[src/piece_table_text_insert_defines.svh]
// Assertion macros for the piece table insert block.
// Depends on nothing; taken in by the modules that carry assertions.
`ifndef PIECE_TABLE_TEXT_INSERT_DEFINES_SVH
`define PIECE_TABLE_TEXT_INSERT_DEFINES_SVH

// Clocked assertion, switched off while reset is high
`define PTI_ASSERT(lbl, prop, msg) \
   lbl: assert property (@(posedge clock) disable iff (reset) (prop)) else $error(msg);

// Same-cycle implication
`define PTI_IMPLY(lbl, ante, cons, msg) \
   `PTI_ASSERT(lbl, (ante) |-> (cons), msg)

// Next-cycle implication
`define PTI_NEXT(lbl, ante, cons, msg) \
   `PTI_ASSERT(lbl, (ante) |=> (cons), msg)

`endif

[src/pti_pkg.sv]
// Shared types, codes and defaults for the piece table insert block.
// Depends on nothing.
package pti_pkg;

   localparam int MAX_PIECES_DEF = 64;
   localparam int ADD_BYTES_DEF  = 4096;
   localparam int POS_W          = 13;

   // result status codes
   localparam logic [2:0] ST_OK         = 3'd0;
   localparam logic [2:0] ST_PENDING    = 3'd1;
   localparam logic [2:0] ST_RANGE      = 3'd2;
   localparam logic [2:0] ST_FULL       = 3'd3;
   localparam logic [2:0] ST_READ_RANGE = 3'd4;

   // datapath commands
   localparam logic [3:0] OP_NONE      = 4'd0;
   localparam logic [3:0] OP_LATCH     = 4'd1;
   localparam logic [3:0] OP_BYTE      = 4'd2;
   localparam logic [3:0] OP_FIRST     = 4'd3;
   localparam logic [3:0] OP_RESULT    = 4'd4;
   localparam logic [3:0] OP_SCAN_INIT = 4'd5;
   localparam logic [3:0] OP_FIND      = 4'd6;
   localparam logic [3:0] OP_PLAN      = 4'd7;
   localparam logic [3:0] OP_SHIFT     = 4'd8;
   localparam logic [3:0] OP_WPRE      = 4'd9;
   localparam logic [3:0] OP_WNEW      = 4'd10;
   localparam logic [3:0] OP_WSUF      = 4'd11;
   localparam logic [3:0] OP_FIN       = 4'd12;
   localparam logic [3:0] OP_RDONE     = 4'd13;
   localparam logic [3:0] OP_SEND      = 4'd14;

   typedef struct packed {
      logic             opcode;
      logic [POS_W-1:0] position;
      logic [7:0]       data_byte;
      logic             run_last;
   } req_type;

   typedef struct packed {
      logic [2:0]       status;
      logic [7:0]       read_byte;
      logic [POS_W-1:0] doc_length;
   } rsp_type;

   typedef struct packed {
      logic [3:0] op;
      logic [2:0] status;
      logic       clear_run;
   } cmd_type;

   typedef struct packed {
      logic opcode;
      logic last;
      logic count_zero;
      logic overflow;
      logic past_end;
      logic read_range;
      logic hit;
      logic over_full;
      logic shift_needed;
      logic shift_more;
      logic has_suffix;
   } flags_type;

endpackage

[src/pti_ctrl.sv]
// Controller of the piece table insert block: sequences byte, commit and
// read items. Depends on pti_pkg and the assertion macro header.
`include "piece_table_text_insert_defines.svh"

module pti_ctrl (
   input  logic               clock,
   input  logic               reset,
   input  logic               req_valid,
   output logic               req_stall,
   output logic               rsp_valid,
   input  logic               rsp_stall,
   input  pti_pkg::flags_type flags,
   output pti_pkg::cmd_type   cmd
);

   localparam logic [3:0] S_IDLE   = 4'd0;
   localparam logic [3:0] S_DECODE = 4'd1;
   localparam logic [3:0] S_COMMIT = 4'd2;
   localparam logic [3:0] S_FIND   = 4'd3;
   localparam logic [3:0] S_PLAN   = 4'd4;
   localparam logic [3:0] S_SHIFT  = 4'd5;
   localparam logic [3:0] S_WPRE   = 4'd6;
   localparam logic [3:0] S_WNEW   = 4'd7;
   localparam logic [3:0] S_WSUF   = 4'd8;
   localparam logic [3:0] S_FIN    = 4'd9;
   localparam logic [3:0] S_RDATA  = 4'd10;
   localparam logic [3:0] S_DONE   = 4'd11;

   logic [3:0] state_ff, state_in;
   logic       rsp_valid_ff, rsp_valid_in;

   // choose the command and the next state
   always_comb begin
      state_in      = state_ff;
      cmd.op        = pti_pkg::OP_NONE;
      cmd.status    = pti_pkg::ST_OK;
      cmd.clear_run = 1'b0;
      case (state_ff)
         S_IDLE: begin
            if (req_valid) begin
               cmd.op   = pti_pkg::OP_LATCH;
               state_in = S_DECODE;
            end
         end
         S_DECODE: begin
            if (!flags.opcode) begin
               cmd.op   = pti_pkg::OP_BYTE;
               state_in = S_COMMIT;
            end else if (flags.read_range) begin
               cmd.op     = pti_pkg::OP_RESULT;
               cmd.status = pti_pkg::ST_READ_RANGE;
               state_in   = S_DONE;
            end else begin
               cmd.op   = pti_pkg::OP_SCAN_INIT;
               state_in = S_FIND;
            end
         end
         S_COMMIT: begin
            state_in = S_DONE;
            if (!flags.last) begin
               cmd.op     = pti_pkg::OP_RESULT;
               cmd.status = pti_pkg::ST_PENDING;
            end else if (flags.count_zero && !flags.overflow) begin
               cmd.op = pti_pkg::OP_FIRST;
            end else if (flags.count_zero || (!flags.past_end && flags.overflow)) begin
               cmd.op        = pti_pkg::OP_RESULT;
               cmd.status    = pti_pkg::ST_FULL;
               cmd.clear_run = 1'b1;
            end else if (flags.past_end) begin
               cmd.op        = pti_pkg::OP_RESULT;
               cmd.status    = pti_pkg::ST_RANGE;
               cmd.clear_run = 1'b1;
            end else begin
               cmd.op   = pti_pkg::OP_SCAN_INIT;
               state_in = S_FIND;
            end
         end
         S_FIND: begin
            cmd.op = pti_pkg::OP_FIND;
            if (flags.hit) begin
               state_in = flags.opcode ? S_RDATA : S_PLAN;
            end
         end
         S_PLAN: begin
            if (flags.over_full) begin
               cmd.op        = pti_pkg::OP_RESULT;
               cmd.status    = pti_pkg::ST_FULL;
               cmd.clear_run = 1'b1;
               state_in      = S_DONE;
            end else begin
               cmd.op   = pti_pkg::OP_PLAN;
               state_in = flags.shift_needed ? S_SHIFT : S_WPRE;
            end
         end
         S_SHIFT: begin
            cmd.op   = pti_pkg::OP_SHIFT;
            state_in = flags.shift_more ? S_SHIFT : S_WPRE;
         end
         S_WPRE: begin
            cmd.op   = pti_pkg::OP_WPRE;
            state_in = S_WNEW;
         end
         S_WNEW: begin
            cmd.op   = pti_pkg::OP_WNEW;
            state_in = flags.has_suffix ? S_WSUF : S_FIN;
         end
         S_WSUF: begin
            cmd.op   = pti_pkg::OP_WSUF;
            state_in = S_FIN;
         end
         S_FIN: begin
            cmd.op   = pti_pkg::OP_FIN;
            state_in = S_DONE;
         end
         S_RDATA: begin
            cmd.op   = pti_pkg::OP_RDONE;
            state_in = S_DONE;
         end
         S_DONE: begin
            if (!rsp_valid_ff || !rsp_stall) begin
               cmd.op   = pti_pkg::OP_SEND;
               state_in = S_IDLE;
            end
         end
         default: begin
            state_in = S_IDLE;
         end
      endcase
   end

   // hold the result until taken, load it on send
   always_comb begin
      rsp_valid_in = rsp_valid_ff && rsp_stall;
      if (cmd.op == pti_pkg::OP_SEND) begin
         rsp_valid_in = 1'b1;
      end
   end

   always_ff @(posedge clock) begin
      if (reset) begin
         state_ff     <= S_IDLE;
         rsp_valid_ff <= 1'b0;
      end else begin
         state_ff     <= state_in;
         rsp_valid_ff <= rsp_valid_in;
      end
   end

   assign req_stall = (state_ff != S_IDLE);
   assign rsp_valid = rsp_valid_ff;

   `PTI_IMPLY(a_send_free, cmd.op == pti_pkg::OP_SEND, !rsp_valid_ff || !rsp_stall, "send over an untaken item")
   `PTI_NEXT(a_accept_busy, req_valid && !req_stall, state_ff == S_DECODE, "accepted item not decoded")
   `PTI_IMPLY(a_shift_nonempty, state_ff == S_SHIFT, !flags.count_zero, "shift on an empty table")
   `PTI_NEXT(a_send_valid, cmd.op == pti_pkg::OP_SEND, rsp_valid_ff, "sent item not shown")

endmodule

[config.mk]
export PLATFORM = sky130hd
export DESIGN_NAME = pti_ctrl
export DESIGN_NICKNAME = d
export VERILOG_FILES = /design/src/pti_pkg.sv /design/src/pti_ctrl.sv
export VERILOG_INCLUDE_DIRS = /design/src /design/src/src
export SDC_FILE = /design/constraint.sdc
export NUM_CORES = 1
export LEC_CHECK = 0
export ABC_AREA = 1
export BUFFER_PORTS_ARGS = -buffer_cell sky130_fd_sc_hd__buf_4
export CAP_MARGIN = 20
export CELL_PAD_IN_SITES_DETAIL_PLACEMENT = 2
export CELL_PAD_IN_SITES_GLOBAL_PLACEMENT = 2
export CORE_AREA = 4 4 56 58
export CTS_BUF_LIST = sky130_fd_sc_hd__clkbuf_16
export DETAILED_ROUTE_END_ITERATION = 8
export DIE_AREA = 0 0 60 62
export PLACE_DENSITY = 0.84
export SYNTH_ARGS = -nofsm -noshare
export SYNTH_HDL_FRONTEND = slang
export SYNTH_SLANG_ARGS = --single-unit
[constraint.sdc]
create_clock -name clock -period 2.1 [get_ports clock]
set_input_delay 0.42 -clock clock [delete_from_list [all_inputs] [get_ports clock]]
set_output_delay 0.42 -clock clock [all_outputs]
set_load 0.005 [all_outputs]
==> results of run 1 <==
-- registers in the layout, indices dropped and copies added, names as in the netlist --
name,flops
rsp_valid,1
state_ff,4
-- worst max-delay path, stage by stage, from the launching register on --
cell,delay [ns]
dfxtp_2,0.37
inv_2,0.08
nor2_1,0.12
inv_1,0.08
nor3_1,0.25
inv_1,0.13
o2111ai_1,0.10
or2_1,0.13
buf_4,0.10
-- repair_timing --
item	4_1_cts	5_1_grt
buffers inserted	0	0
setup endpoints to repair	0	5
gates resized for setup	0	7
hold buffers	0	0
-- per-layer routing --
metal | wire (um) | global-route usage (%) | up-vias
li1 | - | - | 416
met1 | 1300 | 21.6 | 395
met2 | 1360 | 28.4 | 12
met3 | 60 | 3.10 | 0
met4 | 0 | 0.949 | 0
met5 | 0 | 0 | -
-- power by group through the flow --
stage	combinational, mW	clock [mW]	sequential, mW
after floorplan	0.423	0	0.153
after global placement	0.708	0	0.159
after detailed placement	0.724	0	0.162
after global routing	0.825	0.326	0.179
after CTS	0.739	0.317	0.164
final	0.739	0.314	0.173
-- kinds of logic (layout without fill, tap and decap cells) --
family / after synthesis / in the layout / synth area share, %
simple gates: 64 / 64 / 49.3
compound gates: 19 / 19 / 20.8
flops: 5 / 5 / 16.8
buf+inv: 21 / 51 / 13.2
-- cells in the final DEF, fill, tap and decap left out, types with 2 or more instances in the layout --
master     Yosys  routed
a21oi_1        5       5
buf_4          0      26
clkbuf_16      0       3
dfxtp_1        5       2
dfxtp_2        0       3
inv_1         18      17
inv_2          3       4
nand2_1       24      23
nand2_2        4       5
nand3_1       11      11
nand4_1        3       3
nor2_1        14      12
nor2_2         4       6
nor3_1         2       2
o2111ai_1      2       2
o21ai_0        4       4
o31ai_1        2       2
-- per-stage QoR --
| step | area, um^2 | hold slack, ns |
|---|---|---|
| 3_5_place_dp | 831 | 0.502 |
| 4_1_cts | 911 | 0.385 |
| 5_1_grt | 922 | 0.384 |
| 2_1_floorplan | 597 | 0.475 |
| 3_3_place_gp | 831 | 0.479 |
| 6_report | 922 | 0.376 |
-- final timing paths --
check | to | slack [ns] | depth (start not counted)
max reg2reg | state_ff[0]$_SDFFE_PP0P_ | 0.66 | 7
min reg2reg | rsp_valid$_SDFF_PP0_ | 0.53 | 2
min | state_ff[1]$_SDFFE_PP0P_ | 0.38 | 2
max | cmd[5] | 0.09 | 8
-- final cells by class --
class	instances	area [um^2]	area share, %
repair buffers	26	195	21.2
flip-flops and latches	5	104	11.3
clock inverters	1	5.00	0.543
clock buffers	3	75.1	8.14
inverters	21	78.8	8.55
well taps	31	38.8	4.21
multi-input cells	83	425	46.1
==> results.toml, run 1 <==
[detailed_routing]
vias_per_cell = 4.84
vias = 823
dr.first_iter.drc_count = 8
wl_um = 2720
drc = 0
drt_pass1_iterations = 3
wire_per_inst_um = 16.0
antenna_left = 0

[synthesis]
synth_seq_cells = 5
syn_nets = 124
syn_inst = 109
synth_cell_types = 22
yosysMostFrequentCell = "nand2_1"
synth_top_area_share_pct = 16.8
synthFlopType = "dfxtp_1"
yosys_warnings = 0
synth.area.top_cells = "dfxtp_1, nand2_1, inv_1"
synth_edf_count = 0
ys_seq_area_share_pct = 16.8
mappedNetlistArea_um2 = 597
avgSynthCellArea_um2 = 5.48
synth_top_cell_by_area = "dfxtp_1"
synthTopCellsByCount = "nand2_1, inv_1, nor2_1, nand3_1"
postSynth.asyncResetShare_pct = 0

[global_routing]
grt_overflow = 0
grtUsageTotal_pct = 16.2
grt_antenna_before_repair = 0
grt_max_degree = 7
grt_pass1_vias = 943
grt_pass1_wl_um = 4530

[power_and_ir_drop]
combPwrFrac_pct = 60.3
pwr-share-clk_pct = 25.6
seqPwrFrac_pct = 14.1
peakVddDrop_v = 0.000929
power_mw = 1.23
leakage_nw = 0.467
p_sw_share_pct = 44.2
internal-power_mw = 0.684
powerDensity_nw_per_um2 = 1330
switching_power_mw = 0.542

[clock_network]
clk_pin_slew_ns = 0.03
cts_sinks = 5
cts_tree = "done"
clock_path_buffers = 2
cts_buffers = 3
clk_latency_ns = 0.23
cts-root-buf = "clkbuf_16"
htree_levels = 1

[final_layout]
layout.cells.non_filler = 170
antenna_cells = 0
drive_above_1_share_pct = 36.7
nFillCells = 335
nets = 155
fin_util_pct = 34.6
area_growth_syn_to_layout_pct = 54.5

[placed_design]
dp.cells = 166
port_buffers = 24
place_ws_ns = 0.285
dp_hpwl_um = 2230
gp_congestion = 0.808

[min_path]
min-delay-start = "reset"
hold_path.class = "in -> reg"

[setup_path]
worstPathArrival_ns = 1.59
critPathCaptureType = "output port"
worstSetupStartpointType = "flip-flop"
r2r_start = "state_ff[1]$_SDFFE_PP0P_"
crit_start = "state_ff[3]$_SDFFE_PP0P_"
cp_max_fo = 4
path_class = "reg -> out"
cp_data_required_time_ns = 1.68

[timing]
fin_crit_sh_pct = 95.6
setup_viol = 0
fin_crit_ns = 2.01
rsz0062_at_grt = "true"
fmax_mhz = 498
fin_tns_setup_ns = 0
tightest_slew_ns = 0.410
final-max-slew-violation-count = 0
final_hold_viol_count = 0
clock_skew_ns = 0.00171
slew_headroom_pct = 72.6
finalWorstSetupSlack_ns = 0.0921

[die]
core_um2 = 2660
dieHeight_um = 62
die_area_um2 = 3720
die-width_um = 60
std_cell_rows = 19
start_util_pct = 22.4
ioPinCount = 25

[run_status]
outcome = "finished clean"

[flow_run]
cap_violations = 0
(Power assumes the default switching activity.)
==> inputs of run 2 (changes only) <==
Settings changed: PLACE_DENSITY 0.84 to 0.92, TNS_END_PERCENT set to 5.
==> run 2 against run 1 <==
Sequential power about the same. Combinational power increased by 3.5%. Sequential share of layout area about the same. Count of clock-buffer cells in the layout unchanged. Clock skew decreased by 0.00077 ns. Register-to-register slack got worse by 0.06 ns. Fmax increased by 0.60%. Non-clock buffer count decreased by 1. Critical endpoint unchanged. Highest routed layer is now met4.
==> results.toml, run 2 (same netlist as run 1, synthesis figures left out) <==
[placed_design]
port_buffers = 24
gp_congestion = 0.859
dp_hpwl_um = 2320
place_ws_ns = 0.175

[timing]
final_hold_viol_count = 0
final-max-slew-violation-count = 0
fmax_mhz = 501
fin_crit_ns = 2.00
fin_tns_setup_ns = 0
fin_crit_sh_pct = 95.0
rsz0062_at_grt = "false"
clock_skew_ns = 0.000947
finalWorstSetupSlack_ns = 0.104
setup_viol = 0
slew_headroom_pct = 77.0
tightest_slew_ns = 0.343

[final_layout]
area_growth_syn_to_layout_pct = 54.9
final_common_cell = "buf_4"
mostFrequentLayoutCells = "buf_4, nand2_1, inv_1"
regMostFlops = "state_ff"
drive_above_1_share_pct = 36.2
antenna_cells = 0
nets = 154
largest_reg_flops = 4

[min_path]
hold_path.class = "in -> reg"
min_delay_worst_endpoint = "state_ff[1]$_SDFFE_PP0P_"
hold_path_depth = 2
min-delay-start = "reset"

[clock_network]
cts_buffers = 3
cts_tree = "done"
clk_latency_ns = 0.23
htree_levels = 1
clock_path_buffers = 2
cts_sinks = 5
clk_pin_slew_ns = 0.04
cts-root-buf = "clkbuf_16"
hold_buffers = 0

[die]
start_util_pct = 22.4
die-width_um = 60
dieHeight_um = 62
die_area_um2 = 3720
ioPinCount = 25
std_cell_rows = 19
core_um2 = 2660

[global_routing]
grt_pass1_vias = 947
grtUsageTotal_pct = 16.9
grt_pass1_wl_um = 4690
grt_antenna_before_repair = 0
grt_max_degree = 7
grt_overflow = 0

[setup_path]
r2r_start = "state_ff[2]$_SDFFE_PP0P_"
worstPathArrival_ns = 1.58
critPathCaptureType = "output port"
cp_data_required_time_ns = 1.68
reg2regPathDepth = 8
r2r_slack_ns = 0.60
cp_max_fo = 4
path_class = "reg -> out"
worstSetupStartpointType = "flip-flop"
r2r-end = "state_ff[0]$_SDFFE_PP0P_"

[run_status]
outcome = "finished clean"

[detailed_routing]
drc = 0
wire_per_inst_um = 17.4
vias = 861
antenna_left = 0
dr.first_iter.drc_count = 19
wl_um = 2940
drt_pass1_iterations = 4
vias_per_cell = 5.09

[power_and_ir_drop]
leakage_nw = 0.464
peakVddDrop_v = 0.000656
powerDensity_nw_per_um2 = 1360

[flow_run]
cap_violations = 0
run 2: cell count changes in the layout (fill, tap and decap cells not counted):
cell      delta
o21ai_1      +1
o21ai_0      -1
clkinv_2     -1
inv_1        +1
nor3_4       +1
buf_4        -1
nor3_1       -1
run 2: worst max path at each step:
stage	start	to	slack [ns]	cells past startpoint
2_1_floorplan	state_ff[3]$_SDFFE_PP0P_	cmd[5]	0.58	7
3_3_place_gp	rsp_stall	cmd[5]	0.25	8
3_5_place_dp	rsp_stall	cmd[5]	0.18	8
4_1_cts	state_ff[0]$_SDFFE_PP0P_	cmd[4]	0.03	8
5_1_grt	state_ff[3]$_SDFFE_PP0P_	cmd[5]	0.005	8
6_report	state_ff[2]$_SDFFE_PP0P_	cmd[5]	0.10	7
run 2: through the flow:
step	utilization [%]	hold slack, ns	std cells	instance area (um^2)	power, mW
floorplan	-	0.475	109	597	0.576
global placement	30.9	0.494	165	823	0.855
detailed placement	30.9	0.509	165	823	0.891
CTS	34.1	0.386	169	907	1.24
global route	34.7	0.395	169	925	1.36
finish	34.7	0.389	169	925	1.26
run 2: layout make-up:
| type | instances | area, um^2 |
|---|---|---|
| Inverter | 21 | 78.8 |
| Sequential cell | 5 | 104 |
| Clock buffer | 3 | 75.1 |
| Clock inverter | 1 | 3.75 |
| Timing Repair Buffer | 25 | 188 |
| Tap cell | 31 | 38.8 |
| Multi-Input combinational cell | 83 | 437 |
| Fill cell | 347 | 1740 |
run 2: what timing repair did:
action / in CTS / in global routing
cloned: 0 / 0
buffers inserted: 0 / 0
hold endpoints to repair: 0 / 0
endpoints found under the setup margin: 1 / 5
gates resized for setup: 1 / 9
run 2: power by group:
part	internal [mW]	leakage (nW)	total (mW)	switching, mW
logic	0.303	0.380	0.765	0.462
registers	0.130	0.0419	0.173	0.0433
clock network	0.248	0.0423	0.322	0.0739
total	0.681	0.464	1.26	0.579
run 2: worst max-delay path, cell delays in order (launching register included):
cell	delay (ns)
dfxtp_1	0.40
inv_1	0.11
nand2_1	0.19
nor2_2	0.08
inv_1	0.11
o221ai_1	0.11
or2_1	0.22
buf_4	0.13
run 2: metal layers:
metal	wire length, um	GRT usage, %	vias to the layer above
li1	-	-	417
met4	27	2.85	0
met3	141	3.72	4
met2	1590	32.6	26
met1	1180	19.2	414
met5	0	0	-
==> inputs of run 3 (changes only) <==
Settings changed: CAP_MARGIN 20 to 10, CORE_AREA 4 4 56 58 to 4 4 64 52, DIE_AREA 0 0 60 62 to 0 0 68 56, PLACE_DENSITY 0.92 to 0.91.
==> run 3 against run 2 <==
Die area up 2.4%. Worst setup slack lost 0.061 ns. Critical path depth shrank 1. Critical endpoint is now cmd[4]. Sequential power increased by 5%. Count of clock-buffer cells in the layout is the same. Global-route usage increased by 0.77 points. Largest cell class unchanged. Non-clock buffer count is the same.
==> results.toml, run 3 (same netlist as run 1, synthesis figures left out) <==
[global_routing]
grtUsageTotal_pct = 17.7
grt_pass1_vias = 928
grt_max_degree = 7
grt_pass1_wl_um = 4830
grt_overflow = 0
grt_antenna_before_repair = 0

[min_path]
hold_path_depth = 2
min_delay_worst_endpoint = "state_ff[1]$_SDFFE_PP0P_"
hold_path.class = "in -> reg"
min-delay-start = "reset"

[final_layout]
final_common_cell = "buf_4"
regMostFlops = "state_ff"
stdcell_area_um2 = 941
largest_reg_flops = 4
multi_input_area_um2 = 440
antenna_cells = 0
nFillCells = 344
nets = 154
seq_area_um2 = 106
drive_above_1_share_pct = 38.4
area_growth_syn_to_layout_pct = 57.7
layout.cells.non_filler = 176
mostFrequentLayoutCells = "buf_4, nand2_1, inv_1"

[placed_design]
port_buffers = 24
dp.cells = 172
place_area_um2 = 832
dp_hpwl_um = 2370
place_ws_ns = 0.219
gp_congestion = 0.820

[clock_network]
htree_levels = 1
clk_latency_ns = 0.24
clock_path_buffers = 2
post_cts_buffers = 0
cts_tree = "done"
cts-root-buf = "clkbuf_16"
cts_sinks = 5
cts_buffers = 3
clk_pin_slew_ns = 0.04

[timing]
finalWorstSetupSlack_ns = 0.0432
holdWs_ns = 0.387
tightest_slew_ns = 0.451
fin_crit_sh_pct = 97.9
fmax_mhz = 486
final-max-slew-violation-count = 0
slew_headroom_pct = 70.0
clock_skew_ns = 0.00196
rsz0062_at_grt = "true"
final_hold_viol_count = 0
setup_viol = 0
fin_crit_ns = 2.06

[detailed_routing]
dr.first_iter.drc_count = 52
vias = 850
drc = 0
drt_pass1_iterations = 4
wire_per_inst_um = 16.9
antenna_left = 0
wl_um = 2980
vias_per_cell = 4.83

[die]
die-width_um = 68
ioPinCount = 25
core_um2 = 2770
dieHeight_um = 56
std_cell_rows = 17
die_area_um2 = 3810
start_util_pct = 21.6

[power_and_ir_drop]
switching_power_mw = 0.584
pwr-share-clk_pct = 26.2
leakage_nw = 0.468
peakVddDrop_v = 0.000408
seqPwrFrac_pct = 14.2
p_sw_share_pct = 45.9
combPwrFrac_pct = 59.6
internal-power_mw = 0.688
powerDensity_nw_per_um2 = 1350

[flow_run]
cap_violations = 0

[setup_path]
path_class = "reg -> out"
reg2regPathDepth = 9
critPathCaptureType = "output port"
r2r_start = "state_ff[2]$_SDFFE_PP0P_"
cp_max_fo = 4
worstSetupStartpointType = "flip-flop"
r2r_slack_ns = 0.58
cp_data_required_time_ns = 1.68
worstPathArrival_ns = 1.64
r2r-end = "state_ff[0]$_SDFFE_PP0P_"

[run_status]
outcome = "finished clean"
run 3: worst max-delay path, cell delays in order (launching register included):
cell,delay (ns)
dfxtp_1,0.34
inv_1,0.11
nand2_1,0.13
nor2_1,0.28
nand2_1,0.17
o2111ai_1,0.23
buf_4,0.15
run 3: cell type report:
cell class | instances | area share (%)
Inverter | 21 | 8.38
Tap cell | 38 | 5.05
Timing Repair Buffer | 25 | 19.9
Clock buffer | 3 | 7.98
Clock inverter | 1 | 0.532
Sequential cell | 5 | 11.3
Multi-Input combinational cell | 83 | 46.8
run 3: worst max-delay path by stage:
stage                                         from     end  slack (ns)  cells past startpoint
after CTS                 state_ff[0]$_SDFFE_PP0P_  cmd[4]       0.003                      8
after detailed placement  state_ff[0]$_SDFFE_PP0P_  cmd[0]        0.22                      6
after global placement                   rsp_stall  cmd[5]        0.32                      8
after global routing      state_ff[2]$_SDFFE_PP0P_  cmd[4]       -0.03                      6
after floorplan           state_ff[3]$_SDFFE_PP0P_  cmd[5]        0.58                      7
final                     state_ff[2]$_SDFFE_PP0P_  cmd[4]        0.04                      6
run 3: metal layers:
| layer | vias to the layer above | GRT usage [%] | routed length (um) |
|---|---|---|---|
| met5 | - | 0 | 0 |
| met4 | 0 | 7.93 | 60 |
| met3 | 5 | 4.44 | 65 |
| met2 | 15 | 26.8 | 1440 |
| met1 | 417 | 23.0 | 1410 |
| li1 | 413 | - | - |
run 3: repair_timing:
action                                  4_1_cts  5_1_grt
endpoints found under the hold margin         0        0
endpoints found under the setup margin        4        5
hold buffers                                  0        0
gates resized for setup                       3        8
pin swaps                                     0        0
run 3: stage by stage:
| stage | utilization, % | power [mW] | TNS, ns |
|---|---|---|---|
| floorplan | - | 0.576 | 0 |
| global placement | 30.1 | 0.851 | 0 |
| detailed placement | 30.1 | 0.890 | 0 |
| CTS | 33.3 | 1.26 | 0 |
| global route | 34.0 | 1.37 | -0.0412 |
| finish | 34.0 | 1.27 | 0 |
run 3: power groups by stage:
stage          Combinational (mW)  Sequential [mW]  Clock [mW]
6_report                    0.757            0.181       0.334
5_1_grt                     0.843            0.184       0.345
4_1_cts                     0.757            0.172       0.334
3_5_place_dp                0.724            0.166           0
3_3_place_gp                0.694            0.157           0
2_1_floorplan               0.423            0.153           0
